[config.mk]
export PLATFORM = sky130hd
export DESIGN_NAME = temporal_activity_accumulator
export DESIGN_NICKNAME = d
export VERILOG_FILES = /design/src/rtl/core/tacc_pkg.sv /design/src/rtl/core/tacc_front.sv /design/src/rtl/core/tacc_queue.sv /design/src/rtl/core/tacc_back.sv /design/src/rtl/core/temporal_activity_accumulator.sv
export VERILOG_INCLUDE_DIRS = /design/src /design/src/rtl/core
export SDC_FILE = /design/constraint.sdc
export NUM_CORES = 1
export LEC_CHECK = 0
export BUFFER_PORTS_ARGS = -buffer_cell sky130_fd_sc_hd__buf_2
export CAP_MARGIN = 20
export CORE_ASPECT_RATIO = 0.7
export CORE_MARGIN = 4
export CORE_UTILIZATION = 55
export CTS_CLUSTER_DIAMETER = 30
export DETAILED_ROUTE_END_ITERATION = 8
export PLACE_DENSITY = 0.73
export SETUP_SLACK_MARGIN = 0.2
export SYNTH_ARGS = -nofsm -noshare
export SYNTH_HDL_FRONTEND = slang
export SYNTH_SLANG_ARGS = --single-unit
[constraint.sdc]
create_clock -name i_clk -period 6.65 [get_ports i_clk]
set_clock_uncertainty 0.15 [all_clocks]
set_input_delay 0.3325 -clock i_clk [delete_from_list [all_inputs] [get_ports i_clk]]
set_output_delay 0.3325 -clock i_clk [all_outputs]
set_load 0.03 [all_outputs]
[src/rtl/core/temporal_activity_accumulator_assert.svh]
// ----------------------------------------------------------------------------
// temporal activity accumulator assertion macros
// shared property forms, sampled on i_clk and disabled while i_rst_n is low
// ----------------------------------------------------------------------------
`ifndef TEMPORAL_ACTIVITY_ACCUMULATOR_ASSERT_SVH
`define TEMPORAL_ACTIVITY_ACCUMULATOR_ASSERT_SVH

// same-cycle implication
`define TACC_ASSERT_SAME(label, ante, cons) \
    label: assert property (@(posedge i_clk) disable iff (!i_rst_n) (ante) |-> (cons)) \
        else $error("tacc assertion failed");

// next-cycle implication
`define TACC_ASSERT_NEXT(label, ante, cons) \
    label: assert property (@(posedge i_clk) disable iff (!i_rst_n) (ante) |=> (cons)) \
        else $error("tacc assertion failed");

`endif

[src/rtl/core/tacc_pkg.sv]
// ----------------------------------------------------------------------------
// tacc_pkg
// widths, register codes and queue entry type of the activity accumulator
// ----------------------------------------------------------------------------
package tacc_pkg;

    localparam int SAMPLE_BITS    = 10;
    localparam int ACC_BITS       = 48;
    // per-item signed difference, up to four samples each side
    localparam int PART_BITS      = SAMPLE_BITS + 3;
    // sum of two column parts of a quad
    localparam int QUAD_BITS      = SAMPLE_BITS + 4;
    localparam int TERM_BITS      = SAMPLE_BITS + 3;
    localparam int ORDER_BITS     = 2;
    localparam int GAMMA_BITS     = 4;
    localparam int CFG_INDEX_BITS = 2;
    localparam int CFG_DATA_BITS  = 4;
    localparam int Q_DEPTH        = 4;
    localparam int Q_IDX_BITS     = $clog2(Q_DEPTH);
    localparam int Q_PTR_BITS     = Q_IDX_BITS + 1;

    localparam logic [ORDER_BITS-1:0] ORDER_FIRST  = 2'd1;
    localparam logic [ORDER_BITS-1:0] ORDER_SECOND = 2'd2;
    localparam logic [GAMMA_BITS-1:0] GAMMA_RESET  = 4'd2;

    typedef enum logic [CFG_INDEX_BITS-1:0] {
        CFG_ORDER       = 2'd0,
        CFG_DOWN_SAMPLE = 2'd1,
        CFG_GAMMA       = 2'd2
    } t_cfg_index;

    typedef struct packed {
        logic [TERM_BITS-1:0] term;
        logic                 last;
    } t_q_entry;

endpackage

[src/rtl/core/tacc_front.sv]
// ----------------------------------------------------------------------------
// tacc_front
// forms the absolute temporal difference of each item and pairs quad columns
// ----------------------------------------------------------------------------
module tacc_front import tacc_pkg::*; (
    input  logic                   i_clk,
    input  logic                   i_rst_n,
    input  logic                   i_accept,
    input  logic                   i_second,
    input  logic                   i_down_sample,
    input  logic [SAMPLE_BITS-1:0] i_cur_top,
    input  logic [SAMPLE_BITS-1:0] i_cur_bottom,
    input  logic [SAMPLE_BITS-1:0] i_prev_top,
    input  logic [SAMPLE_BITS-1:0] i_prev_bottom,
    input  logic [SAMPLE_BITS-1:0] i_prev2_top,
    input  logic [SAMPLE_BITS-1:0] i_prev2_bottom,
    input  logic                   i_last,
    output logic                   o_push,
    output t_q_entry               o_entry
);

    localparam int EXT = PART_BITS - SAMPLE_BITS;

    logic                        r_phase;
    logic                        n_phase;
    logic signed [PART_BITS-1:0] r_partial;
    logic signed [PART_BITS-1:0] n_partial;

    logic signed [PART_BITS-1:0] s_c;
    logic signed [PART_BITS-1:0] s_p;
    logic signed [PART_BITS-1:0] s_q;
    logic signed [PART_BITS-1:0] part;
    logic signed [QUAD_BITS-1:0] sum;
    logic signed [QUAD_BITS-1:0] mag;
    logic                        add_term;

    always_comb begin
        s_c = $signed({{EXT{1'b0}}, i_cur_top});
        s_p = $signed({{EXT{1'b0}}, i_prev_top});
        s_q = $signed({{EXT{1'b0}}, i_prev2_top});
        if (i_down_sample) begin
            s_c = s_c + $signed({{EXT{1'b0}}, i_cur_bottom});
            s_p = s_p + $signed({{EXT{1'b0}}, i_prev_bottom});
            s_q = s_q + $signed({{EXT{1'b0}}, i_prev2_bottom});
        end
        if (i_second) begin
            part = s_c - (s_p <<< 1) + s_q;
        end else begin
            part = s_c - s_p;
        end
        sum = QUAD_BITS'(part);
        if (i_down_sample && r_phase) begin
            sum = sum + QUAD_BITS'(r_partial);
        end
        mag = (sum < 0) ? -sum : sum;
        // a pending half quad at block end is flushed with this item
        add_term = !i_down_sample || r_phase || i_last;
    end

    assign o_push        = i_accept && add_term;
    assign o_entry.term  = mag[TERM_BITS-1:0];
    assign o_entry.last  = i_last;

    always_comb begin
        n_phase   = r_phase;
        n_partial = r_partial;
        if (i_accept) begin
            if (i_down_sample && !r_phase && !i_last) begin
                n_phase   = 1'b1;
                n_partial = part;
            end else begin
                n_phase   = 1'b0;
            end
        end
    end

    always_ff @(posedge i_clk) begin
        if (!i_rst_n) begin
            r_phase <= 1'b0;
        end else begin
            r_phase <= n_phase;
        end
    end

    always_ff @(posedge i_clk) begin
        r_partial <= n_partial;
    end

endmodule

[src/rtl/core/tacc_queue.sv]
// ----------------------------------------------------------------------------
// tacc_queue
// small fifo of difference terms between the front and the accumulator
// ----------------------------------------------------------------------------
`include "temporal_activity_accumulator_assert.svh"

module tacc_queue import tacc_pkg::*; (
    input  logic     i_clk,
    input  logic     i_rst_n,
    input  logic     i_push,
    input  t_q_entry i_data,
    input  logic     i_pop,
    output logic     o_valid,
    output logic     o_full,
    output t_q_entry o_data
);

    t_q_entry              r_mem [Q_DEPTH];
    logic [Q_PTR_BITS-1:0] r_wr_ptr;
    logic [Q_PTR_BITS-1:0] n_wr_ptr;
    logic [Q_PTR_BITS-1:0] r_rd_ptr;
    logic [Q_PTR_BITS-1:0] n_rd_ptr;
    logic [Q_PTR_BITS-1:0] count;

    assign count    = r_wr_ptr - r_rd_ptr;
    assign o_valid  = (count != '0);
    assign o_full   = (count == Q_PTR_BITS'(Q_DEPTH));
    assign o_data   = r_mem[r_rd_ptr[Q_IDX_BITS-1:0]];
    assign n_wr_ptr = i_push ? r_wr_ptr + 1'b1 : r_wr_ptr;
    assign n_rd_ptr = i_pop ? r_rd_ptr + 1'b1 : r_rd_ptr;

    always_ff @(posedge i_clk) begin
        if (!i_rst_n) begin
            r_wr_ptr <= '0;
            r_rd_ptr <= '0;
        end else begin
            r_wr_ptr <= n_wr_ptr;
            r_rd_ptr <= n_rd_ptr;
        end
    end

    always_ff @(posedge i_clk) begin
        if (i_push) begin
            r_mem[r_wr_ptr[Q_IDX_BITS-1:0]] <= i_data;
        end
    end

    `TACC_ASSERT_SAME(a_no_push_when_full, o_full, !i_push)
    `TACC_ASSERT_SAME(a_no_pop_when_empty, !o_valid, !i_pop)
    `TACC_ASSERT_NEXT(a_count_grows, i_push && !i_pop, count == $past(count) + 1'b1)
    `TACC_ASSERT_NEXT(a_count_shrinks, i_pop && !i_push, count == $past(count) - 1'b1)

endmodule

[src/rtl/core/tacc_back.sv]
// ----------------------------------------------------------------------------
// tacc_back
// saturating accumulation of terms, block total scaled by gamma at block end
// ----------------------------------------------------------------------------
module tacc_back import tacc_pkg::*; (
    input  logic                  i_clk,
    input  logic                  i_rst_n,
    input  logic                  i_q_valid,
    input  t_q_entry              i_q,
    output logic                  o_q_pop,
    input  logic [GAMMA_BITS-1:0] i_gamma,
    output logic                  o_valid,
    input  logic                  i_stall,
    output logic [ACC_BITS-1:0]   o_activity
);

    logic [ACC_BITS-1:0]            r_total;
    logic [ACC_BITS-1:0]            n_total;
    logic [ACC_BITS-1:0]            r_fin;
    logic                           r_fin_valid;
    logic                           n_fin_valid;
    logic [ACC_BITS-1:0]            r_out;
    logic                           r_out_valid;
    logic                           n_out_valid;

    logic [ACC_BITS:0]              sum;
    logic [ACC_BITS-1:0]            sat_sum;
    logic [ACC_BITS+GAMMA_BITS-1:0] prod;
    logic [ACC_BITS-1:0]            sat_prod;
    logic                           fin_move;

    assign sum      = {1'b0, r_total} + (ACC_BITS + 1)'(i_q.term);
    assign sat_sum  = sum[ACC_BITS] ? '1 : sum[ACC_BITS-1:0];
    assign prod     = {{GAMMA_BITS{1'b0}}, r_fin} * {{ACC_BITS{1'b0}}, i_gamma};
    assign sat_prod = (|prod[ACC_BITS+GAMMA_BITS-1:ACC_BITS]) ? '1 : prod[ACC_BITS-1:0];

    assign fin_move = r_fin_valid && (!r_out_valid || !i_stall);
    // a last term waits while the finished total cannot move on
    assign o_q_pop  = i_q_valid && (!i_q.last || !r_fin_valid || fin_move);

    always_comb begin
        n_total     = r_total;
        n_fin_valid = fin_move ? 1'b0 : r_fin_valid;
        n_out_valid = (r_out_valid && i_stall) || fin_move;
        if (o_q_pop) begin
            if (i_q.last) begin
                n_total     = '0;
                n_fin_valid = 1'b1;
            end else begin
                n_total     = sat_sum;
            end
        end
    end

    always_ff @(posedge i_clk) begin
        if (!i_rst_n) begin
            r_total     <= '0;
            r_fin_valid <= 1'b0;
            r_out_valid <= 1'b0;
        end else begin
            r_total     <= n_total;
            r_fin_valid <= n_fin_valid;
            r_out_valid <= n_out_valid;
        end
    end

    always_ff @(posedge i_clk) begin
        if (o_q_pop && i_q.last) begin
            r_fin <= sat_sum;
        end
        if (fin_move) begin
            r_out <= sat_prod;
        end
    end

    assign o_valid    = r_out_valid;
    assign o_activity = r_out;

endmodule

[src/rtl/core/temporal_activity_accumulator.sv]
// ----------------------------------------------------------------------------
// temporal_activity_accumulator
// block sum of absolute temporal differences, scaled by gamma
// ----------------------------------------------------------------------------
// Usage:
// input channel i_valid / o_stall carries co-located samples of the current,
// previous and second-previous frames in raster order, plus a last flag.
// a transfer happens on a clock edge with i_valid high and o_stall low.
// output channel o_valid / i_stall carries one activity value per block,
// produced for the item marked last; it holds while i_stall is high.
// configuration: i_cfg_valid / o_cfg_ready (always ready) write the difference
// order (index 0), down_sample (index 1) and gamma (index 2); only while idle.
// throughput: one item per clock while o_stall is low.
// after the last item's transfer the result passes through the term queue,
// the finished-total register and the gamma multiply register.
// a four-entry term queue lets input keep flowing for a while when the output
// stalls; o_stall rises once it is full.
// reset (synchronous, i_rst_n low) restores first order, down_sample 0,
// gamma 2 and clears the running total and any pending half quad.
// ----------------------------------------------------------------------------
module temporal_activity_accumulator import tacc_pkg::*; (
    input  logic                      i_clk,
    input  logic                      i_rst_n,
    input  logic                      i_valid,
    output logic                      o_stall,
    input  logic [SAMPLE_BITS-1:0]    i_cur_top,
    input  logic [SAMPLE_BITS-1:0]    i_cur_bottom,
    input  logic [SAMPLE_BITS-1:0]    i_prev_top,
    input  logic [SAMPLE_BITS-1:0]    i_prev_bottom,
    input  logic [SAMPLE_BITS-1:0]    i_prev2_top,
    input  logic [SAMPLE_BITS-1:0]    i_prev2_bottom,
    input  logic                      i_last,
    output logic                      o_valid,
    input  logic                      i_stall,
    output logic [ACC_BITS-1:0]       o_activity,
    input  logic                      i_cfg_valid,
    output logic                      o_cfg_ready,
    input  logic [CFG_INDEX_BITS-1:0] i_cfg_index,
    input  logic [CFG_DATA_BITS-1:0]  i_cfg_data
);

    logic [ORDER_BITS-1:0] r_order;
    logic                  r_down_sample;
    logic [GAMMA_BITS-1:0] r_gamma;

    logic     accept;
    logic     push;
    logic     pop;
    logic     q_valid;
    logic     q_full;
    t_q_entry push_entry;
    t_q_entry q_head;

    assign o_cfg_ready = 1'b1;
    assign o_stall     = q_full;
    assign accept      = i_valid && !q_full;

    always_ff @(posedge i_clk) begin
        if (!i_rst_n) begin
            r_order       <= ORDER_FIRST;
            r_down_sample <= 1'b0;
            r_gamma       <= GAMMA_RESET;
        end else if (i_cfg_valid) begin
            case (t_cfg_index'(i_cfg_index))
                CFG_ORDER:       r_order       <= i_cfg_data[ORDER_BITS-1:0];
                CFG_DOWN_SAMPLE: r_down_sample <= i_cfg_data[0];
                CFG_GAMMA:       r_gamma       <= i_cfg_data[GAMMA_BITS-1:0];
                default: ;
            endcase
        end
    end

    tacc_front u_front (
        .i_clk          (i_clk),
        .i_rst_n        (i_rst_n),
        .i_accept       (accept),
        // codes two and three both select second order
        .i_second       (r_order[1]),
        .i_down_sample  (r_down_sample),
        .i_cur_top      (i_cur_top),
        .i_cur_bottom   (i_cur_bottom),
        .i_prev_top     (i_prev_top),
        .i_prev_bottom  (i_prev_bottom),
        .i_prev2_top    (i_prev2_top),
        .i_prev2_bottom (i_prev2_bottom),
        .i_last         (i_last),
        .o_push         (push),
        .o_entry        (push_entry)
    );

    tacc_queue u_queue (
        .i_clk   (i_clk),
        .i_rst_n (i_rst_n),
        .i_push  (push),
        .i_data  (push_entry),
        .i_pop   (pop),
        .o_valid (q_valid),
        .o_full  (q_full),
        .o_data  (q_head)
    );

    tacc_back u_back (
        .i_clk      (i_clk),
        .i_rst_n    (i_rst_n),
        .i_q_valid  (q_valid),
        .i_q        (q_head),
        .o_q_pop    (pop),
        .i_gamma    (r_gamma),
        .o_valid    (o_valid),
        .i_stall    (i_stall),
        .o_activity (o_activity)
    );

endmodule
==> results.md <==
Run status:
- The flow ran to the end, and the final reports show no timing, DRC or antenna violations.

Route:
- The final antenna-violating net count is 0.
- The wire length on met3 is 4900 µm.
- The highest metal layer carrying signal wires in the routed design is met5.
- In the final routed layout, each cell accounts on average for 18.7 µm.
- The final route contains 15648 vias.
- Summed over all layers, the routed wires come to 50400 µm.
- After the first detailed-routing iteration, the DRC count stood at 1464.
- The first-pass iteration count of the detailed router is 5.
- Dividing the detail-routed via count by the number of cells gives 5.82.
- The detailed-route wire length on metal 1 is 26200 µm.
- The detailed-route DRC error count is 0.
- The routed length on met2 is 18600 µm.

Yosys:
- The post-synthesis adder-cell area fraction is 0.202.
- The total of flip-flops plus latches after synthesis is 230.
- After synthesis, the share of cell area in mux cells is 0.0343.
- Synthesis produced 2068 cells.
- Counting flops with an async set or reset pin after synthesis yields a share of 0.
- Of the post-synthesis cell area, the dominant cell type holds 0.254.
- The synthesized design contains 165 enable-type register cells.
- The fraction of the mapped netlist area in compound gates is 0.171.
- The post-synthesis instance area is 19500 µm².
- By area, the combinational part of the netlist is dominated by adder cells.
- The main flop type after synthesis is sky130_fd_sc_hd__edfxtp_1.
- The leading area contributor after synthesis is sky130_fd_sc_hd__edfxtp_1.
- Of the total synthesized cell area, the portion taken by AND, OR, NAND and NOR gates is 0.160.
- The yosys synthesis warning count is 0.
- The per-instance average area after synthesis is 9.43 µm².
- The number of different library cells used by synthesis comes to 92.
- The post-synthesis net count is 2390.
- The synthesized-area fraction occupied by xor and xnor cells is 0.0611.
- Sorting the synthesized cells by area gives the leading types as sky130_fd_sc_hd__edfxtp_1 25%, sky130_fd_sc_hd__fa_1 11%, sky130_fd_sc_hd__ha_1 9.2%.
- The share of synthesized area occupied by flip-flops and latches is 0.321.

Layout:
- In the final layout, the share of cells above drive strength 1 is 0.129.
- Relative to the synthesized area, the layout overhead comes to 13.4%.
- At the end of the flow, the number of nets in the layout was 2506.
- The count of non-filler cells in the finished layout is 2687.
- The number of antenna diodes in the final layout is 0.

Placed design:
- Buffers placed on the I/O ports in this run total 121.
- In this run, placement finished with an instance count of 2608.
- Once detailed placement completed, the half-perimeter wirelength came to 39200 µm.
- The congestion estimate from routability-driven global placement came to 0.970.

STA:
- The clock period minus worst slack is 6.09 ns.
- Setup repair after global routing left no endpoint under its margin.
- Setup violations remaining at the end of the flow were counted as 0.
- The worst pin sits at a relative slew slack of 0.343.
- Derived from the worst setup path, the maximum achievable clock frequency is 0.164 GHz.
- The number of slew-limit violations in the final report is 0.
- The sum of negative setup slack is 0 ns.
- The share of the clock period used by the worst path after layout is 0.916.
- The final number of hold-violating endpoints is 0.
- The worst-margin pin slew is 0.960 ns.

Flow run:
- The count of maximum capacitance violations is 0.

Power:
- The total power density per cell area is 391 nW/µm².
- The worst-case IR drop observed on VDD is 0.000257 V.
- The internal power is 4.93 mW.
- Of the total power, the share spent switching nets is 0.429.
- The portion of total power attributed to the clock network is 0.237.
- Of the total power, registers draw 0.284.
- The analysis attributes to cell leakage a power of 9.82 nW.
- The combinational share of power is 0.479.
- The net load switching power is 3.71 mW.

Floorplan:
- The die boundary height is 166 µm.
- The die footprint is 38600 µm².
- The floorplan has 57 rows.
- For this configuration, the core starts out at a cell density of 0.559.
- The placeable core area is 34900 µm².
- The width of the die is 233 µm.
- The count of pins on the block boundary is 123.

Worst setup path:
- The slowest stage of the critical path belongs to the cell sky130_fd_sc_hd__dfxtp_1.
- The worst setup path is launched from a flip-flop.
- STA puts the critical path data required time at 6.79 ns.
- Of all nets on the critical path, the largest fanout is 11.
- STA puts the critical path data arrival time at 6.24 ns.
- The endpoint kind of the worst setup timing path is a flip-flop.
- On the worst path, the slowest cell contributes a delay of 0.59 ns.
- The cell family contributing the most delay on the critical path is compound AO/OA/AOI/OAI gates.
- The buffers plus inverters on the worst setup path is 4.
- The critical path start-end classification is flip-flop to flip-flop.

GRT:
- The via count of the first global-routing pass is 14636.
- The global-route wire length before repair is 81100 µm.
- The number of antenna violations at the first check in global routing came to 2.
- The maximum number of pins on one net before global-route repair is 50.
- The total congestion overflow after global routing is 0.
- In the global route stage, overall resource usage came out at 0.264.

Clock network:
- The root buffer selected by CTS is sky130_fd_sc_hd__clkbuf_16.
- At the later pin of the worst-skew pair, clock insertion delay measures 0.55 ns.
- The number of sinks driven by the clock tree is 230.
- In this run the deepest clock path goes through 3 buffers.
- The number of CTS-inserted buffers is 39.
- The H-tree was split into 2 levels.
- Clock-pin slew was measured on the worst setup and hold paths at 0.05 ns.
- The TritonCTS clock tree is yes.

Min path:
- The class of the tightest hold or removal check is input pin to flip-flop.
routing by layer:
layer | up-vias | GRT usage
li1 | 7472 | -
met2 | 655 | 0.338
met1 | 7463 | 0.445
met5 | - | 0
met4 | 4 | 0.0415
met3 | 54 | 0.0655
kinds of logic (layout without fill, tap and decap cells):
kind of cell,Yosys count,in the layout
compound gates,496,496
other cells,1,1
flops,230,230
mux,47,47
buf+inv,258,405
xor+xnor,136,136
fa+ha+maj,250,250
simple gates,650,650
cell usage in the layout (no fill, tap or decap), types with 26 or more instances in the layout:
cell	n
sky130_fd_sc_hd__clkbuf_16	41
sky130_fd_sc_hd__nor3_1	28
sky130_fd_sc_hd__and2_1	83
sky130_fd_sc_hd__edfxtp_1	165
sky130_fd_sc_hd__a21o_1	67
sky130_fd_sc_hd__buf_2	121
sky130_fd_sc_hd__dfxtp_1	65
sky130_fd_sc_hd__nor2_1	92
sky130_fd_sc_hd__ha_1	143
sky130_fd_sc_hd__o21ai_0	115
sky130_fd_sc_hd__nand3_1	34
sky130_fd_sc_hd__nor2b_1	38
sky130_fd_sc_hd__inv_1	175
sky130_fd_sc_hd__a21oi_1	122
sky130_fd_sc_hd__xor2_1	42
sky130_fd_sc_hd__fa_1	107
sky130_fd_sc_hd__a22o_1	26
sky130_fd_sc_hd__nand2_1	283
sky130_fd_sc_hd__xnor2_1	93
layout make-up:
class | count | area, µm²
Clock buffer | 44 | 1040
Clock inverter | 28 | 338
Fill cell | 2847 | 12700
Inverter | 176 | 661
Multi-Input combinational cell | 1580 | 12300
Sequential cell | 230 | 6260
Tap cell | 472 | 591
Timing Repair Buffer | 157 | 961
worst register-to-register path: cells and delay by family, from the launching register on:
family | cells | cell delay [ns]
buffers and inverters | 4 | 0.65
and+or+nand+nor | 7 | 1.27
xor gates and xnor gates | 1 | 0.39
DFF | 1 | 0.59
AOI/OAI and AO/OA | 10 | 1.51
adders and majority gates | 3 | 1.27
cell usage after synthesis, types with 9 or more instances:
cell type                    n
sky130_fd_sc_hd__a211oi_1   17
sky130_fd_sc_hd__a21boi_0    9
sky130_fd_sc_hd__a21o_1     67
sky130_fd_sc_hd__a21oi_1   122
sky130_fd_sc_hd__a22o_1     26
sky130_fd_sc_hd__a22oi_1    10
sky130_fd_sc_hd__a31oi_1     9
sky130_fd_sc_hd__and2_1     82
sky130_fd_sc_hd__and3_1     20
sky130_fd_sc_hd__buf_1      10
sky130_fd_sc_hd__clkbuf_1   62
sky130_fd_sc_hd__dfxtp_1    65
sky130_fd_sc_hd__edfxtp_1  165
sky130_fd_sc_hd__fa_1      107
sky130_fd_sc_hd__ha_1      143
sky130_fd_sc_hd__inv_1     175
sky130_fd_sc_hd__mux2_2     18
sky130_fd_sc_hd__mux2i_1    15
sky130_fd_sc_hd__mux4_2     14
sky130_fd_sc_hd__nand2_1   283
sky130_fd_sc_hd__nand2b_1   25
sky130_fd_sc_hd__nand3_1    34
sky130_fd_sc_hd__nand4_1    12
sky130_fd_sc_hd__nor2_1     93
sky130_fd_sc_hd__nor2b_1    38
sky130_fd_sc_hd__nor3_1     28
sky130_fd_sc_hd__o21a_1     16
sky130_fd_sc_hd__o21ai_0   115
sky130_fd_sc_hd__o21bai_1   20
sky130_fd_sc_hd__o31ai_1    13
sky130_fd_sc_hd__or3_1       9
sky130_fd_sc_hd__xnor2_1    94
sky130_fd_sc_hd__xor2_1     42
repair_timing:
item,CTS,global route
hold endpoints to repair,11,0
gates resized for setup,0,1
setup endpoints to repair,0,4
hold buffers,6,0
buffers inserted,0,0
metrics by stage:
| stage | power [mW] | utilization | hold slack [ns] | area (µm²) | setup slack (ns) |
|---|---|---|---|---|---|
| CTS | 8.61 | 0.633 | 0.0123 | 22100 | 0.629 |
| floorplan | 5.33 | - | 0.281 | 19500 | 0.996 |
| global route | 9.26 | 0.634 | 0.0387 | 22100 | 0.205 |
| detailed placement | 6.50 | 0.592 | 0.321 | 20700 | 0.249 |
| global placement | 6.40 | 0.592 | 0.316 | 20700 | 0.384 |
| finish | 8.65 | 0.634 | 0.0291 | 22100 | 0.557 |
power groups by stage:
stage,Combinational (mW),Clock (mW),Sequential [mW]
3_5_place_dp,4.03,0,2.47
4_1_cts,4.08,2.09,2.45
5_1_grt,4.61,2.16,2.50
2_1_floorplan,2.73,0,2.60
6_report,4.14,2.05,2.46
3_3_place_gp,3.95,0,2.46
final timing paths:
path | start | end | slack [ns] | cells after the start
setup / recovery | r_down_sample$_SDFFE_PN0P_ | u_queue.r_mem[1][9]$_DFFE_PP_ | 0.56 | 25
hold / removal | i_valid | u_front.r_phase$_SDFFE_PN0P_ | 0.03 | 4
setup reg to reg | r_down_sample$_SDFFE_PN0P_ | u_queue.r_mem[1][9]$_DFFE_PP_ | 0.56 | 25
hold reg to reg | u_back.r_total[0]$_SDFFE_PN0P_ | u_back.r_total[0]$_SDFFE_PN0P_ | 0.34 | 2
flip-flops by register name, summed over array words and instances (netlist names), named ones only:
name and flops:
u_queue.r_wr_ptr 3, u_queue.r_mem 56, r_down_sample 1, u_front.r_phase 1, u_front.r_partial 13, u_back.r_fin 48
u_back.r_fin_valid 1, u_back.r_total 48, u_back.o_valid 1, u_queue.r_rd_ptr 3, u_back.o_activity 48, r_gamma 4
r_order 1
Power figures use the tool's default switching activity.
